$ cat src/design/mcr_pkg.sv
// Shared types and constants for the midpoint circle rasterizer.
// No dependencies. Used by the front, queue, back and top-level modules.
package mcr_pkg;

	localparam int COORD_BITS_DEF = 16;  // default coordinate wrap width
	localparam int PIX_W          = 16;  // pixel coordinate port width
	localparam int RES_W          = 13;  // resolution register width
	localparam int ADDR_W         = 24;  // byte address width
	localparam int COLOR_W        = 8;
	localparam int RADIUS_W       = 16;
	localparam int OX_W           = 18;  // signed x offset
	localparam int OY_W           = 17;  // y offset, never negative
	localparam int STEP_W         = 18;  // dx / dy increments
	localparam int ERR_W          = 21;  // signed midpoint error

	localparam int QUEUE_DEPTH    = 2;
	localparam int QPTR_W         = $clog2(QUEUE_DEPTH);
	localparam int QCNT_W         = $clog2(QUEUE_DEPTH + 1);

	localparam int APB_DATA_W     = 32;
	localparam int APB_ADDR_W     = 3;

	// register indexes (paddr[2])
	localparam logic REG_SCREEN_WIDTH  = 1'b0;
	localparam logic REG_SCREEN_HEIGHT = 1'b1;

	localparam logic [RES_W-1:0] SCREEN_WIDTH_RST  = 13'd1024;
	localparam logic [RES_W-1:0] SCREEN_HEIGHT_RST = 13'd768;

	// command codes
	localparam logic CMD_START = 1'b0;
	localparam logic CMD_STEP  = 1'b1;

	// octant counter: eighth pixel closes a step
	localparam logic [2:0] OCT_LAST = 3'd7;

	// one step worth of pixels, handed from front to back
	typedef struct packed {
		logic [PIX_W-1:0]   center_col;
		logic [PIX_W-1:0]   center_row;
		logic [COLOR_W-1:0] colour;
		logic [PIX_W-1:0]   x_low;   // low bits of offset x (two's complement)
		logic [PIX_W-1:0]   y_low;
		logic               done;    // walk ends with this step
	} job_t;

	typedef struct packed {
		logic empty;
		logic full;
	} q_status_t;

endpackage

$ cat src/design/mcr_front.sv
// Front end: takes start/step requests, runs the midpoint error walk and
// pushes one job per productive step. Depends on mcr_pkg.
module mcr_front import mcr_pkg::*; #(
	parameter int COORD_BITS = COORD_BITS_DEF
) (
	input  logic                clk,
	input  logic                arst_n,
	input  logic                accept,
	input  logic                command,
	input  logic [PIX_W-1:0]    center_x,
	input  logic [PIX_W-1:0]    center_y,
	input  logic [RADIUS_W-1:0] radius,
	input  logic [COLOR_W-1:0]  colour,
	output logic                push,
	output job_t                job
);

	localparam logic [PIX_W-1:0] CMASK = PIX_W'((32'd1 << COORD_BITS) - 32'd1);

	logic [PIX_W-1:0]        center_col_q, center_row_q;
	logic [RADIUS_W-1:0]     radius_q;
	logic [COLOR_W-1:0]      colour_q;
	logic signed [OX_W-1:0]  x_q;
	logic [OY_W-1:0]         y_q;
	logic [STEP_W-1:0]       dx_q, dy_q;
	logic signed [ERR_W-1:0] err_q;
	logic                    active_q;

	logic signed [OX_W-1:0]  x_nx;
	logic [OY_W-1:0]         y_nx;
	logic [STEP_W-1:0]       dx_nx, dy_nx;
	logic signed [ERR_W-1:0] e_mid, e_nx;
	logic                    active_nx;

	// midpoint update: y move first, then x move on the updated error
	always_comb begin
		y_nx  = y_q;
		dy_nx = dy_q;
		e_mid = err_q;
		if (err_q <= ERR_W'(0)) begin
			y_nx  = y_q + OY_W'(1);
			e_mid = err_q + $signed(ERR_W'(dy_q));
			dy_nx = dy_q + STEP_W'(2);
		end
		x_nx  = x_q;
		dx_nx = dx_q;
		e_nx  = e_mid;
		if (e_mid > $signed(ERR_W'(0))) begin
			x_nx  = x_q - $signed(OX_W'(1));
			dx_nx = dx_q + STEP_W'(2);
			e_nx  = e_mid + $signed(ERR_W'(dx_nx)) - $signed(ERR_W'({radius_q, 1'b0}));
		end
		active_nx = x_nx >= $signed(OX_W'(y_nx));
	end

	assign push = accept && (command == CMD_STEP) && active_q;

	always_comb begin
		job.center_col = center_col_q;
		job.center_row = center_row_q;
		job.colour     = colour_q;
		job.x_low      = PIX_W'(x_q);
		job.y_low      = PIX_W'(y_q);
		job.done       = !active_nx;
	end

	always_ff @(posedge clk or negedge arst_n) begin
		if (!arst_n) begin
			center_col_q <= '0;
			center_row_q <= '0;
			radius_q     <= '0;
			colour_q     <= '0;
			x_q          <= '0;
			y_q          <= '0;
			dx_q         <= STEP_W'(1);
			dy_q         <= STEP_W'(1);
			err_q        <= '0;
			active_q     <= 1'b0;
		end else if (accept) begin
			if (command == CMD_START) begin
				center_col_q <= center_x & CMASK;
				center_row_q <= center_y & CMASK;
				radius_q     <= radius;
				colour_q     <= colour;
				x_q          <= $signed(OX_W'(radius)) - $signed(OX_W'(1));
				y_q          <= '0;
				dx_q         <= STEP_W'(1);
				dy_q         <= STEP_W'(1);
				err_q        <= $signed(ERR_W'(1)) - $signed(ERR_W'({radius, 1'b0}));
				active_q     <= radius != '0;
			end else if (active_q) begin
				x_q      <= x_nx;
				y_q      <= y_nx;
				dx_q     <= dx_nx;
				dy_q     <= dy_nx;
				err_q    <= e_nx;
				active_q <= active_nx;
			end
		end
	end

endmodule

$ cat src/design/mcr_queue.sv
// Short job queue between front and back ends.
// Depends on mcr_pkg (job_t, q_status_t, depth constants).
module mcr_queue import mcr_pkg::*; (
	input  logic      clk,
	input  logic      arst_n,
	input  logic      push,
	input  job_t      wr_job,
	input  logic      pop,
	output job_t      head,
	output q_status_t status
);

	job_t              mem_q [QUEUE_DEPTH];
	logic [QPTR_W-1:0] wr_ptr_q, rd_ptr_q;
	logic [QCNT_W-1:0] count_q;

	assign status.empty = count_q == '0;
	assign status.full  = count_q == QCNT_W'(QUEUE_DEPTH);
	assign head         = mem_q[rd_ptr_q];

	always_ff @(posedge clk) begin
		if (push)
			mem_q[wr_ptr_q] <= wr_job;
	end

	always_ff @(posedge clk or negedge arst_n) begin
		if (!arst_n) begin
			wr_ptr_q <= '0;
			rd_ptr_q <= '0;
			count_q  <= '0;
		end else begin
			if (push)
				wr_ptr_q <= (wr_ptr_q == QPTR_W'(QUEUE_DEPTH - 1)) ? '0 : wr_ptr_q + QPTR_W'(1);
			if (pop)
				rd_ptr_q <= (rd_ptr_q == QPTR_W'(QUEUE_DEPTH - 1)) ? '0 : rd_ptr_q + QPTR_W'(1);
			unique case ({push, pop})
				2'b10:   count_q <= count_q + QCNT_W'(1);
				2'b01:   count_q <= count_q - QCNT_W'(1);
				default: count_q <= count_q;
			endcase
		end
	end

endmodule

$ cat src/design/mcr_back.sv
// Back end: walks the head job's 8 octants, one pixel a cycle unless stalled,
// then forms address and clip flag in the output register. Depends on mcr_pkg.
module mcr_back import mcr_pkg::*; #(
	parameter int COORD_BITS = COORD_BITS_DEF
) (
	input  logic               clk,
	input  logic               arst_n,
	input  job_t               head,
	input  q_status_t          q_status,
	output logic               pop,
	input  logic [RES_W-1:0]   screen_width,
	input  logic [RES_W-1:0]   screen_height,
	output logic               out_valid,
	input  logic               out_stall,
	output logic [PIX_W-1:0]   pixel_x,
	output logic [PIX_W-1:0]   pixel_y,
	output logic [ADDR_W-1:0]  byte_address,
	output logic [COLOR_W-1:0] pixel_value,
	output logic               visible,
	output logic               last_of_step,
	output logic               circle_done
);

	localparam logic [PIX_W-1:0] CMASK = PIX_W'((32'd1 << COORD_BITS) - 32'd1);
	localparam int PROD_W = PIX_W + RES_W;

	logic [2:0]         oct_q;
	logic               gen_fire, s1_adv, out_adv;
	logic [PIX_W-1:0]   ox, oy, nx, ny;

	logic               valid_s1;
	logic [PIX_W-1:0]   px_s1, py_s1;
	logic [COLOR_W-1:0] val_s1;
	logic               last_s1, done_s1;

	logic               out_valid_q;
	logic [PROD_W-1:0]  prod;

	assign out_adv  = !out_valid_q || !out_stall;
	assign s1_adv   = !valid_s1 || out_adv;
	assign gen_fire = !q_status.empty && s1_adv;
	assign pop      = gen_fire && (oct_q == OCT_LAST);

	assign nx = PIX_W'(0) - head.x_low;
	assign ny = PIX_W'(0) - head.y_low;

	always_comb begin
		unique case (oct_q)
			3'd0: begin ox = head.x_low; oy = head.y_low; end
			3'd1: begin ox = head.y_low; oy = head.x_low; end
			3'd2: begin ox = ny;         oy = head.x_low; end
			3'd3: begin ox = nx;         oy = head.y_low; end
			3'd4: begin ox = nx;         oy = ny;         end
			3'd5: begin ox = ny;         oy = nx;         end
			3'd6: begin ox = head.y_low; oy = nx;         end
			3'd7: begin ox = head.x_low; oy = ny;         end
		endcase
	end

	always_ff @(posedge clk or negedge arst_n) begin
		if (!arst_n) begin
			oct_q    <= '0;
			valid_s1 <= 1'b0;
		end else begin
			if (gen_fire)
				oct_q <= oct_q + 3'd1;
			if (s1_adv)
				valid_s1 <= gen_fire;
		end
	end

	always_ff @(posedge clk) begin
		if (gen_fire) begin
			px_s1   <= (head.center_col + ox) & CMASK;
			py_s1   <= (head.center_row + oy) & CMASK;
			val_s1  <= head.colour;
			last_s1 <= oct_q == OCT_LAST;
			done_s1 <= (oct_q == OCT_LAST) && head.done;
		end
	end

	assign prod = PROD_W'(py_s1) * PROD_W'(screen_width);

	always_ff @(posedge clk or negedge arst_n) begin
		if (!arst_n)
			out_valid_q <= 1'b0;
		else if (out_adv)
			out_valid_q <= valid_s1;
	end

	always_ff @(posedge clk) begin
		if (out_adv && valid_s1) begin
			pixel_x      <= px_s1;
			pixel_y      <= py_s1;
			byte_address <= ADDR_W'(prod + PROD_W'(px_s1));
			pixel_value  <= val_s1;
			visible      <= (px_s1 < PIX_W'(screen_width)) && (py_s1 < PIX_W'(screen_height));
			last_of_step <= last_s1;
			circle_done  <= done_s1;
		end
	end

	assign out_valid = out_valid_q;

endmodule

$ cat src/design/midpoint_circle_rasterizer.sv
// Midpoint circle rasterizer top level: APB registers, front end, job queue, back end.
// Depends on mcr_pkg, mcr_front, mcr_queue, mcr_back.
// Start requests give no pixels. A step on a live walk yields eight pixels,
// one per cycle unless the output stalls; the single pixel output port sets that rate.
// A step's job passes the job queue, the octant-walk register and the output register.
// arst_n clears all control state; screen size resets to 1024 x 768.
module midpoint_circle_rasterizer import mcr_pkg::*; #(
	parameter int COORD_BITS = COORD_BITS_DEF
) (
	input  logic                  clk,
	input  logic                  arst_n,
	// configuration port
	input  logic                  psel,
	input  logic                  penable,
	input  logic                  pwrite,
	input  logic [APB_ADDR_W-1:0] paddr,
	input  logic [APB_DATA_W-1:0] pwdata,
	output logic [APB_DATA_W-1:0] prdata,
	output logic                  pready,
	// request channel
	input  logic                  in_valid,
	output logic                  in_stall,
	input  logic                  command,
	input  logic [PIX_W-1:0]      center_x,
	input  logic [PIX_W-1:0]      center_y,
	input  logic [RADIUS_W-1:0]   radius,
	input  logic [COLOR_W-1:0]    colour,
	// pixel channel
	output logic                  out_valid,
	input  logic                  out_stall,
	output logic [PIX_W-1:0]      pixel_x,
	output logic [PIX_W-1:0]      pixel_y,
	output logic [ADDR_W-1:0]     byte_address,
	output logic [COLOR_W-1:0]    pixel_value,
	output logic                  visible,
	output logic                  last_of_step,
	output logic                  circle_done
);

	logic [RES_W-1:0] screen_width_q, screen_height_q;
	logic             reg_wr;
	logic             accept, push, pop;
	job_t             new_job, head_job;
	q_status_t        q_status;

	// ---- configuration registers ----
	// Register index is paddr[2]; writes land on the access phase.
	assign pready = 1'b1;
	assign reg_wr = psel && penable && pwrite;

	always_ff @(posedge clk or negedge arst_n) begin
		if (!arst_n) begin
			screen_width_q  <= SCREEN_WIDTH_RST;
			screen_height_q <= SCREEN_HEIGHT_RST;
		end else if (reg_wr) begin
			unique case (paddr[2])
				REG_SCREEN_WIDTH:  screen_width_q  <= pwdata[RES_W-1:0];
				REG_SCREEN_HEIGHT: screen_height_q <= pwdata[RES_W-1:0];
			endcase
		end
	end

	always_comb begin
		unique case (paddr[2])
			REG_SCREEN_WIDTH:  prdata = APB_DATA_W'(screen_width_q);
			REG_SCREEN_HEIGHT: prdata = APB_DATA_W'(screen_height_q);
		endcase
	end

	// ---- front end ----
	// Requests are held off only while the job queue is full; a full queue
	// means the back end still owes at least one whole step.
	assign in_stall = q_status.full;
	assign accept   = in_valid && !in_stall;

	mcr_front #(
		.COORD_BITS(COORD_BITS)
	) u_front (
		.clk      (clk),
		.arst_n   (arst_n),
		.accept   (accept),
		.command  (command),
		.center_x (center_x),
		.center_y (center_y),
		.radius   (radius),
		.colour   (colour),
		.push     (push),
		.job      (new_job)
	);

	// ---- job queue ----
	// Each job carries its own center and colour, so a new start can proceed
	// in the front while older steps drain in the back.
	mcr_queue u_queue (
		.clk    (clk),
		.arst_n (arst_n),
		.push   (push),
		.wr_job (new_job),
		.pop    (pop),
		.head   (head_job),
		.status (q_status)
	);

	// ---- back end ----
	// Octant walk, then address multiply and clip in the output register,
	// which also decouples the pixel consumer's stall.
	mcr_back #(
		.COORD_BITS(COORD_BITS)
	) u_back (
		.clk           (clk),
		.arst_n        (arst_n),
		.head          (head_job),
		.q_status      (q_status),
		.pop           (pop),
		.screen_width  (screen_width_q),
		.screen_height (screen_height_q),
		.out_valid     (out_valid),
		.out_stall     (out_stall),
		.pixel_x       (pixel_x),
		.pixel_y       (pixel_y),
		.byte_address  (byte_address),
		.pixel_value   (pixel_value),
		.visible       (visible),
		.last_of_step  (last_of_step),
		.circle_done   (circle_done)
	);

endmodule

$ cat config.mk
export PLATFORM = sky130hd
export DESIGN_NAME = midpoint_circle_rasterizer
export DESIGN_NICKNAME = d
export VERILOG_FILES = /design/src/design/mcr_pkg.sv /design/src/design/mcr_front.sv /design/src/design/mcr_queue.sv /design/src/design/mcr_back.sv /design/src/design/midpoint_circle_rasterizer.sv
export SDC_FILE = /design/constraint.sdc
export NUM_CORES = 1
export LEC_CHECK = 0
export ABC_AREA = 1
export BUFFER_PORTS_ARGS = -buffer_cell sky130_fd_sc_hd__buf_2
export CAP_MARGIN = 40
export CORE_MARGIN = 4
export CORE_UTILIZATION = 35
export CTS_BUF_LIST = sky130_fd_sc_hd__clkbuf_8
export DETAILED_ROUTE_END_ITERATION = 6
export PLACE_DENSITY_LB_ADDON = 0.2
export SYNTH_ARGS = -nofsm -noshare
export SYNTH_HDL_FRONTEND = slang
export SYNTH_SLANG_ARGS = --single-unit
export TNS_END_PERCENT = 1
$ cat constraint.sdc
create_clock -name clk -period 6.3 [get_ports clk]
set_clock_uncertainty 0.15 [all_clocks]
set_input_delay 0 -clock clk [delete_from_list [all_inputs] [get_ports clk]]
set_output_delay 0 -clock clk [all_outputs]
set_load 0.1 [all_outputs]
Word-level counts from Yosys, hierarchy flattened
Memory sizes are Yosys's and may differ from the RTL's.
Index checks and enable logic that the tools add are counted.
{"block": "totals", "register_bits": 293, "ram_bits": 146, "input_bits": 99, "output_inout_bits": 102, "wordCells": 133, "n_memories": 1}
{"block": "op_classes", "addsub": 19, "n_mul": 1, "order_cmp": 5, "eq_ne": 13, "muxes": 26, "bitwise_logic": 2, "reduce_logical": 36}
{"name": "u_queue.mem_q", "words": 2, "width": 73, "read_ports": 1, "rd_clocked_by_memory_dff": 0, "write_ports": 1, "line": "mcr_queue.sv:13", "text": "job_t mem_q [QUEUE_DEPTH];"}
{"cell": "$mux W18", "n": 9}
{"cell": "$pmux W16 S4", "n": 2}
{"cell": "$mux W21", "n": 4}
{"cell": "$pmux W32 S2", "n": 1}
{"cell": "$mux W17", "n": 3}
{"cell": "$add A21 B19 Y21", "n": 2}
{"cell": "$add A18 B2 Y18 const B", "n": 2}
{"cell": "$add A16 B16 Y16", "n": 2}
{"cell": "$lt A16 B13 Y1", "n": 2}
{"cell": "$sub A1 B16 Y16 const A", "n": 2}
{"cell": "$add A24 B16 Y24", "n": 1}
{"cell": "$mul A16 B13 Y24", "n": 1}
{"cell": "$gt A21 B1 Y1 const B", "n": 1}
{"cell": "$le A21 B1 Y1 const B", "n": 1}
{"cell": "$sub A21 B18 Y21", "n": 1}
{"cell": "$ge A18 B18 Y1", "n": 1}
{"cell": "$sub A1 B17 Y18 const A", "n": 1}
{"cell": "$sub A18 B2 Y18 const B", "n": 1}
{"cell": "$add A17 B1 Y17 const B", "n": 1}
{"cell": "$sub A16 B1 Y17 const B", "n": 1}
{"cell": "$reduce_bool A16 Y1", "n": 1}
{"cell": "$reduce_or A2 Y1", "n": 8}
{"cell": "$eq A3 B3 Y1 const B", "n": 4}
{"cell": "$logic_and A1 B1 Y1", "n": 10}
{"cell": "19 further kinds", "n": 40}

Longest topological paths before layout
{"block": "logic_depth", "ltp_word": 7, "ltp_mapped": 40, "mapped_depth_nobuf": 39}

By module
From an unflattened synthesis, not the netlist that was laid out.
{"block": "hier_totals", "cells_unflattened": 3981, "hier_area_um2": 32881.5}
{"module": "mcr_back", "instances": 1, "cells_each": 1718, "area_per_inst_um2": 14217.4, "seq_area_each_um2": 3398.3}
{"module": "mcr_front", "instances": 1, "cells_each": 1676, "area_per_inst_um2": 11603.6, "seq_area_each_um2": 3704.8}
{"module": "mcr_queue", "instances": 1, "cells_each": 405, "area_per_inst_um2": 5666.7, "seq_area_each_um2": 4484.3}
{"module": "midpoint_circle_rasterizer", "instances": 1, "cells_each": 182, "area_per_inst_um2": 1393.8, "seq_area_each_um2": 654.4}

Least setup slack after synthesis
No wires, ideal clock.
{"block": "synth_timing", "path_type": "flip-flop to flip-flop", "from": "register screen_width_q[10]", "to": "register u_back.byte_address[22], data pin", "setup_ns": 0.260, "t_arrival_ns": 5.693, "required_time_ns": 5.890, "path_slack_ns": 0.197, "path_stages_with_launch": 24, "n_path_buf": 2, "synth_period_minus_slack_ns": 6.103, "cell_sequence": "dfstp_2 > clkbuf_1 > clkbuf_1 > nand2_1 > fa_1 > inv_1 > fa_1 > fa_1 > inv_1 > fa_1 > inv_1 > fa_1 > fa_1 > ha_1 > nand2_1 > nor4_1 > a21oi_1 > o21bai_1 > nand2_1 > nand2_1 > a21oi_1 > nor2_1 > nor2_1 > xor2_1"}
{"block": "synth_via", "elab_chain_len": 2}
{"element": "from (decl)", "line": "midpoint_circle_rasterizer.sv:40", "text": "logic [RES_W-1:0] screen_width_q, screen_height_q;"}
{"element": "from (signal assigned)", "line": "midpoint_circle_rasterizer.sv:57", "text": "REG_SCREEN_WIDTH: screen_width_q <= pwdata[RES_W-1:0];"}
{"element": "$mul A16 B13 Y24", "line": "mcr_back.sv:82", "text": "assign prod = PROD_W'(py_s1) * PROD_W'(screen_width);"}
{"element": "$add A24 B16 Y24", "line": "mcr_back.sv:95", "text": "byte_address <= ADDR_W'(prod + PROD_W'(px_s1));"}
{"element": "to (signal assigned)", "line": "mcr_back.sv:95"}
{"element": "to (decl)", "line": "mcr_back.sv:17", "text": "output logic [ADDR_W-1:0] byte_address,"}
Every way passes these cells.
A chain may end at the register's enable or synchronous reset.

Worst setup path in the final report
{"block": "layout_timing", "from": "register screen_width_q[10]", "to": "register u_back.byte_address[23], data pin"}
Same word-level chain as after synthesis.

==> results.txt <==
- Source of the critical timing path: screen_width_q[10]
- The detail route stage leaves a number of antenna-violating nets equal to 0.
- Setup repair after global routing missed its margin: false
* Floorplan die height: ~300 µm
- Die width: approximately 310 µm
- Met3 Wirelength: between 4000 and 5000 µm
* Buffer depth of the longest clock path: 3
- The worst hold path begins at pwdata[2].
* Number of library cell types mapped by synthesis: between 60 and 70
- Port Buf Inserts: 159
* Growth of design area from synthesis to finish: 18.1%
- Std-Cell Core Area: between 80000 and 90000 µm²
- CTS built an H-tree with a depth of 3.
- Outcome: completed
- Clock slew seen by the registers of the worst setup and hold paths: roughly 0.060 ns
- The max-slew violation count was 0.
- Entering global routing, the biggest net connects 110 pins.
- For this design, the sink count on the clock tree is ~440.
* Initial antenna violation count: 1
- Across every metal layer, demand over resource in global routing totals between 10% and 20%.
- Counting the fill cells in the layout gives between 8000 and 9000.
* FF+latch count, synth: 439
- Count of cells along the worst register-to-register path: 15
* Initial core utilization: between 30% and 40%
* Critical path type: flop to flop
- Sort of element at the start of the critical path: flop
- Combined area of all synthesized cells: around 31000 µm²
* DPL Wire Length: between 60000 and 70000 µm
* Clock Latency Late Sink: between 0.7 and 0.8 ns
- The worst pin sits at a relative slew slack of 40.7%.
- At the worst endpoint, the arrival time is about 6.3 ns.
* Global placer's final weighted congestion: between 0.8 and 0.9
- The floorplan step defined a die boundary enclosing between 90000 and 100000 µm².
- Of all cell types, the one taking the most synthesized area is edfxtp_1.
- The final route contains 25100 vias.
- Final critical delay including setup and external delays: between 6 and 7 ns
* Via count of the first global-routing pass: about 25000
* Class of the tightest hold or removal check: input pin to flop
- Crit path required time: approximately 6.6 ns
* Cell count of the worst hold path: 4
- Synth Area per Inst: about 8.5 µm²
* Synth async-reset ratio: 41.9%
- The highest layer touched by signal routing is met4.
* Reg-to-reg critical path startpoint: screen_width_q[10]
- The root buffer cell chosen for the clock tree is clkbuf_8.
* Wire length on met2: 42200 µm
- Cells fill 41.9% of the core in the end.
- For the pin with the worst max-slew slack, the measured transition is 0.890 ns.
* Total wire length: approximately 90000 µm
- Fraction of layout instances using a drive strength above 1: a little over a tenth
* DRC viols: 0
- Final setup violation count: 0
- The first detailed-routing pass took 5 iterations.
- Yosys Warn Count: 0
* Drt wl/cell: roughly 17 µm
- Fin nets: around 4500
- During I/O placement, the number of pins put on the boundary was 201.
- Timing would allow up to about 0.17 GHz.
- MaxCap Viol Count: 0
- Summing the sequential cell areas from Yosys gives just under 40% of the chip area.
* Number of flops mapped to enable cells by yosys: around 260
- Summed over all layers, the global routing overflow is 0.
* Setup TNS: 0 ns
* Share of Yosys cell area claimed by the top area cell type: between 20% and 30%
- First-pass GRT wire length: ~140000 µm
- Mean number of vias per cell: between 4 and 5
- Mapped Cells: 3704
- In this run, CTS created clock tree buffers numbering 82.
* Dominant cells by area after synthesis: edfxtp_1 24%, dfrtp_1 14%, nand2_1 13%, fa_1 11%, ha_1 7.6%
* Total routed wire length on the met1 layer: around 41000 µm
* Element type at the critical path end: flop
- Number of violations reported at the end of detailed-routing iteration 0: 1301
* Clock tree from TritonCTS: done
* Most frequently used flop master after synthesis: edfxtp_1
- Fin crit share: between 90% and 100%
* Cell row count: about 110
- Along the worst path, the maximum fanout reaches 10.
- The number of hold-slack violations in the final timing report was 0.
==> worst max-delay path, stage by stage (launching register included) <==
cell and delay, ns:
dfstp_2 0.59, buf_4 0.20, nand2_1 0.09, fa_1 0.53, inv_1 0.05, fa_1 0.50, fa_1 0.52, fa_1 0.54
fa_1 0.52, fa_1 0.49, ha_1 0.42, nand2_1 0.10, nor2_1 0.21, nand4_1 0.15, o311ai_0 0.55, xor2_1 0.13
==> kinds of logic after synthesis <==
group | synth area share [%]
adder cells (fa/ha/maj) | 18.9
XOR/XNOR | 4.15
AND/OR/NAND/NOR | 20.9
multiplexers | 0.0956
AO/OA/AOI/OAI | 7.36
flip-flops | 39.1
buffers and inverters | 9.50
other | 0.0239
==> per-layer routing <==
layer	vias to the layer above	GRT usage (%)
met2	538	31.6
met4	0	6.34
met5	-	0
li1	12500	-
met1	11900	25.5
met3	142	3.03
==> area by class of cell <==
cell class | count | area, µm² | share of cell area [%]
inverters | 614 | 2310 | 6.22
clock inverters | 57 | 437 | 1.18
clock buffers | 94 | 1290 | 3.49
multi-input cells | 2531 | 16300 | 43.8
well taps | 1165 | 1460 | 3.93
diodes | 4 | 10.0 | 0.0270
flip-flops and latches | 439 | 12300 | 33.1
repair buffers | 400 | 3070 | 8.26
==> synth_stat cells, drive strengths merged (2+ instances only) <==
master   instances
a21oi          137
conb             2
a31oi           14
o22ai           24
a31o             3
a21boi           6
nor4            11
o2111ai         13
nor3            28
dfstp            5
o21ai          178
nand4           24
clkinv           7
fa             177
a211oi           6
or2             41
nand2         1065
edfxtp         255
dfrtp          179
xnor2           37
nand3          189
mux2i            3
o21a             4
a21o             5
nand3b          12
buf             55
o211ai           5
ha             192
o31ai            9
clkbuf          83
and2             7
o21bai           5
inv            607
nor2           191
or3              4
o311ai           2
xor2           112
==> registers in the layout (all words and copies together) (netlist names), 16 cells and up <==
signal	flops
u_front.err_q	21
u_back.px_s1	16
u_front.radius_q	16
u_front.center_col_q	16
u_front.center_row_q	16
u_back.pixel_x	16
u_queue.mem_q	146
u_back.byte_address	24
u_back.pixel_y	16
u_back.py_s1	16
u_front.dx_q	18
u_front.x_q	18
u_front.dy_q	18
u_front.y_q	17
==> cell usage in the layout, fill, tap and decap left out, drive strengths merged, types with 7 or more instances in the layout <==
cell type    synthesis  layout
nand2             1065    1065
inv                607     639
edfxtp             255     255
buf                 55     248
ha                 192     192
nor2               191     191
nand3              189     189
dfrtp              179     179
o21ai              178     178
fa                 177     177
dlygate4sd3          0     150
a21oi              137     137
xor2               112     112
clkbuf              83      96
or2                 41      41
xnor2               37      37
nor3                28      28
o22ai               24      24
nand4               24      24
clkinv               7      24
conb                 2      20
a31oi               14      14
o2111ai             13      13
nand3b              12      12
nor4                11      11
o31ai                9       9
and2                 7       7
==> per-stage QoR <==
step	setup WS [ns]	hold slack, ns	instance area (µm²)	cells
floorplan	0.197	-0.446	31500	3722
global placement	0.231	-0.0554	33700	4991
detailed placement	0.184	-0.0554	33800	4995
CTS	0.200	0.0244	37100	5297
global route	0.0100	0.0886	37100	5304
finish	0.266	0.0828	37100	5304
==> final timing paths <==
check	endpoint	slack [ns]
min	screen_height_q[2]	0.08
max reg2reg	u_back.byte_address[23]	0.27
min reg2reg	u_back.pixel_value[2]	0.27
min in group asynchronous	u_front.dx_q[10]	0.29
max	u_back.byte_address[23]	0.27
max in group asynchronous	screen_width_q[2]	4.98
==> repair_timing <==
action | CTS | global route
buffers inserted | 0 | 3
setup endpoints to repair | 0 | 3
hold buffers | 151 | 0
resized for setup | 0 | 4
endpoints found under the hold margin | 329 | 0
Power is left out: the tool's default activity adds up to more than one toggle a clock period on the data nets, which glitch-free logic cannot reach.
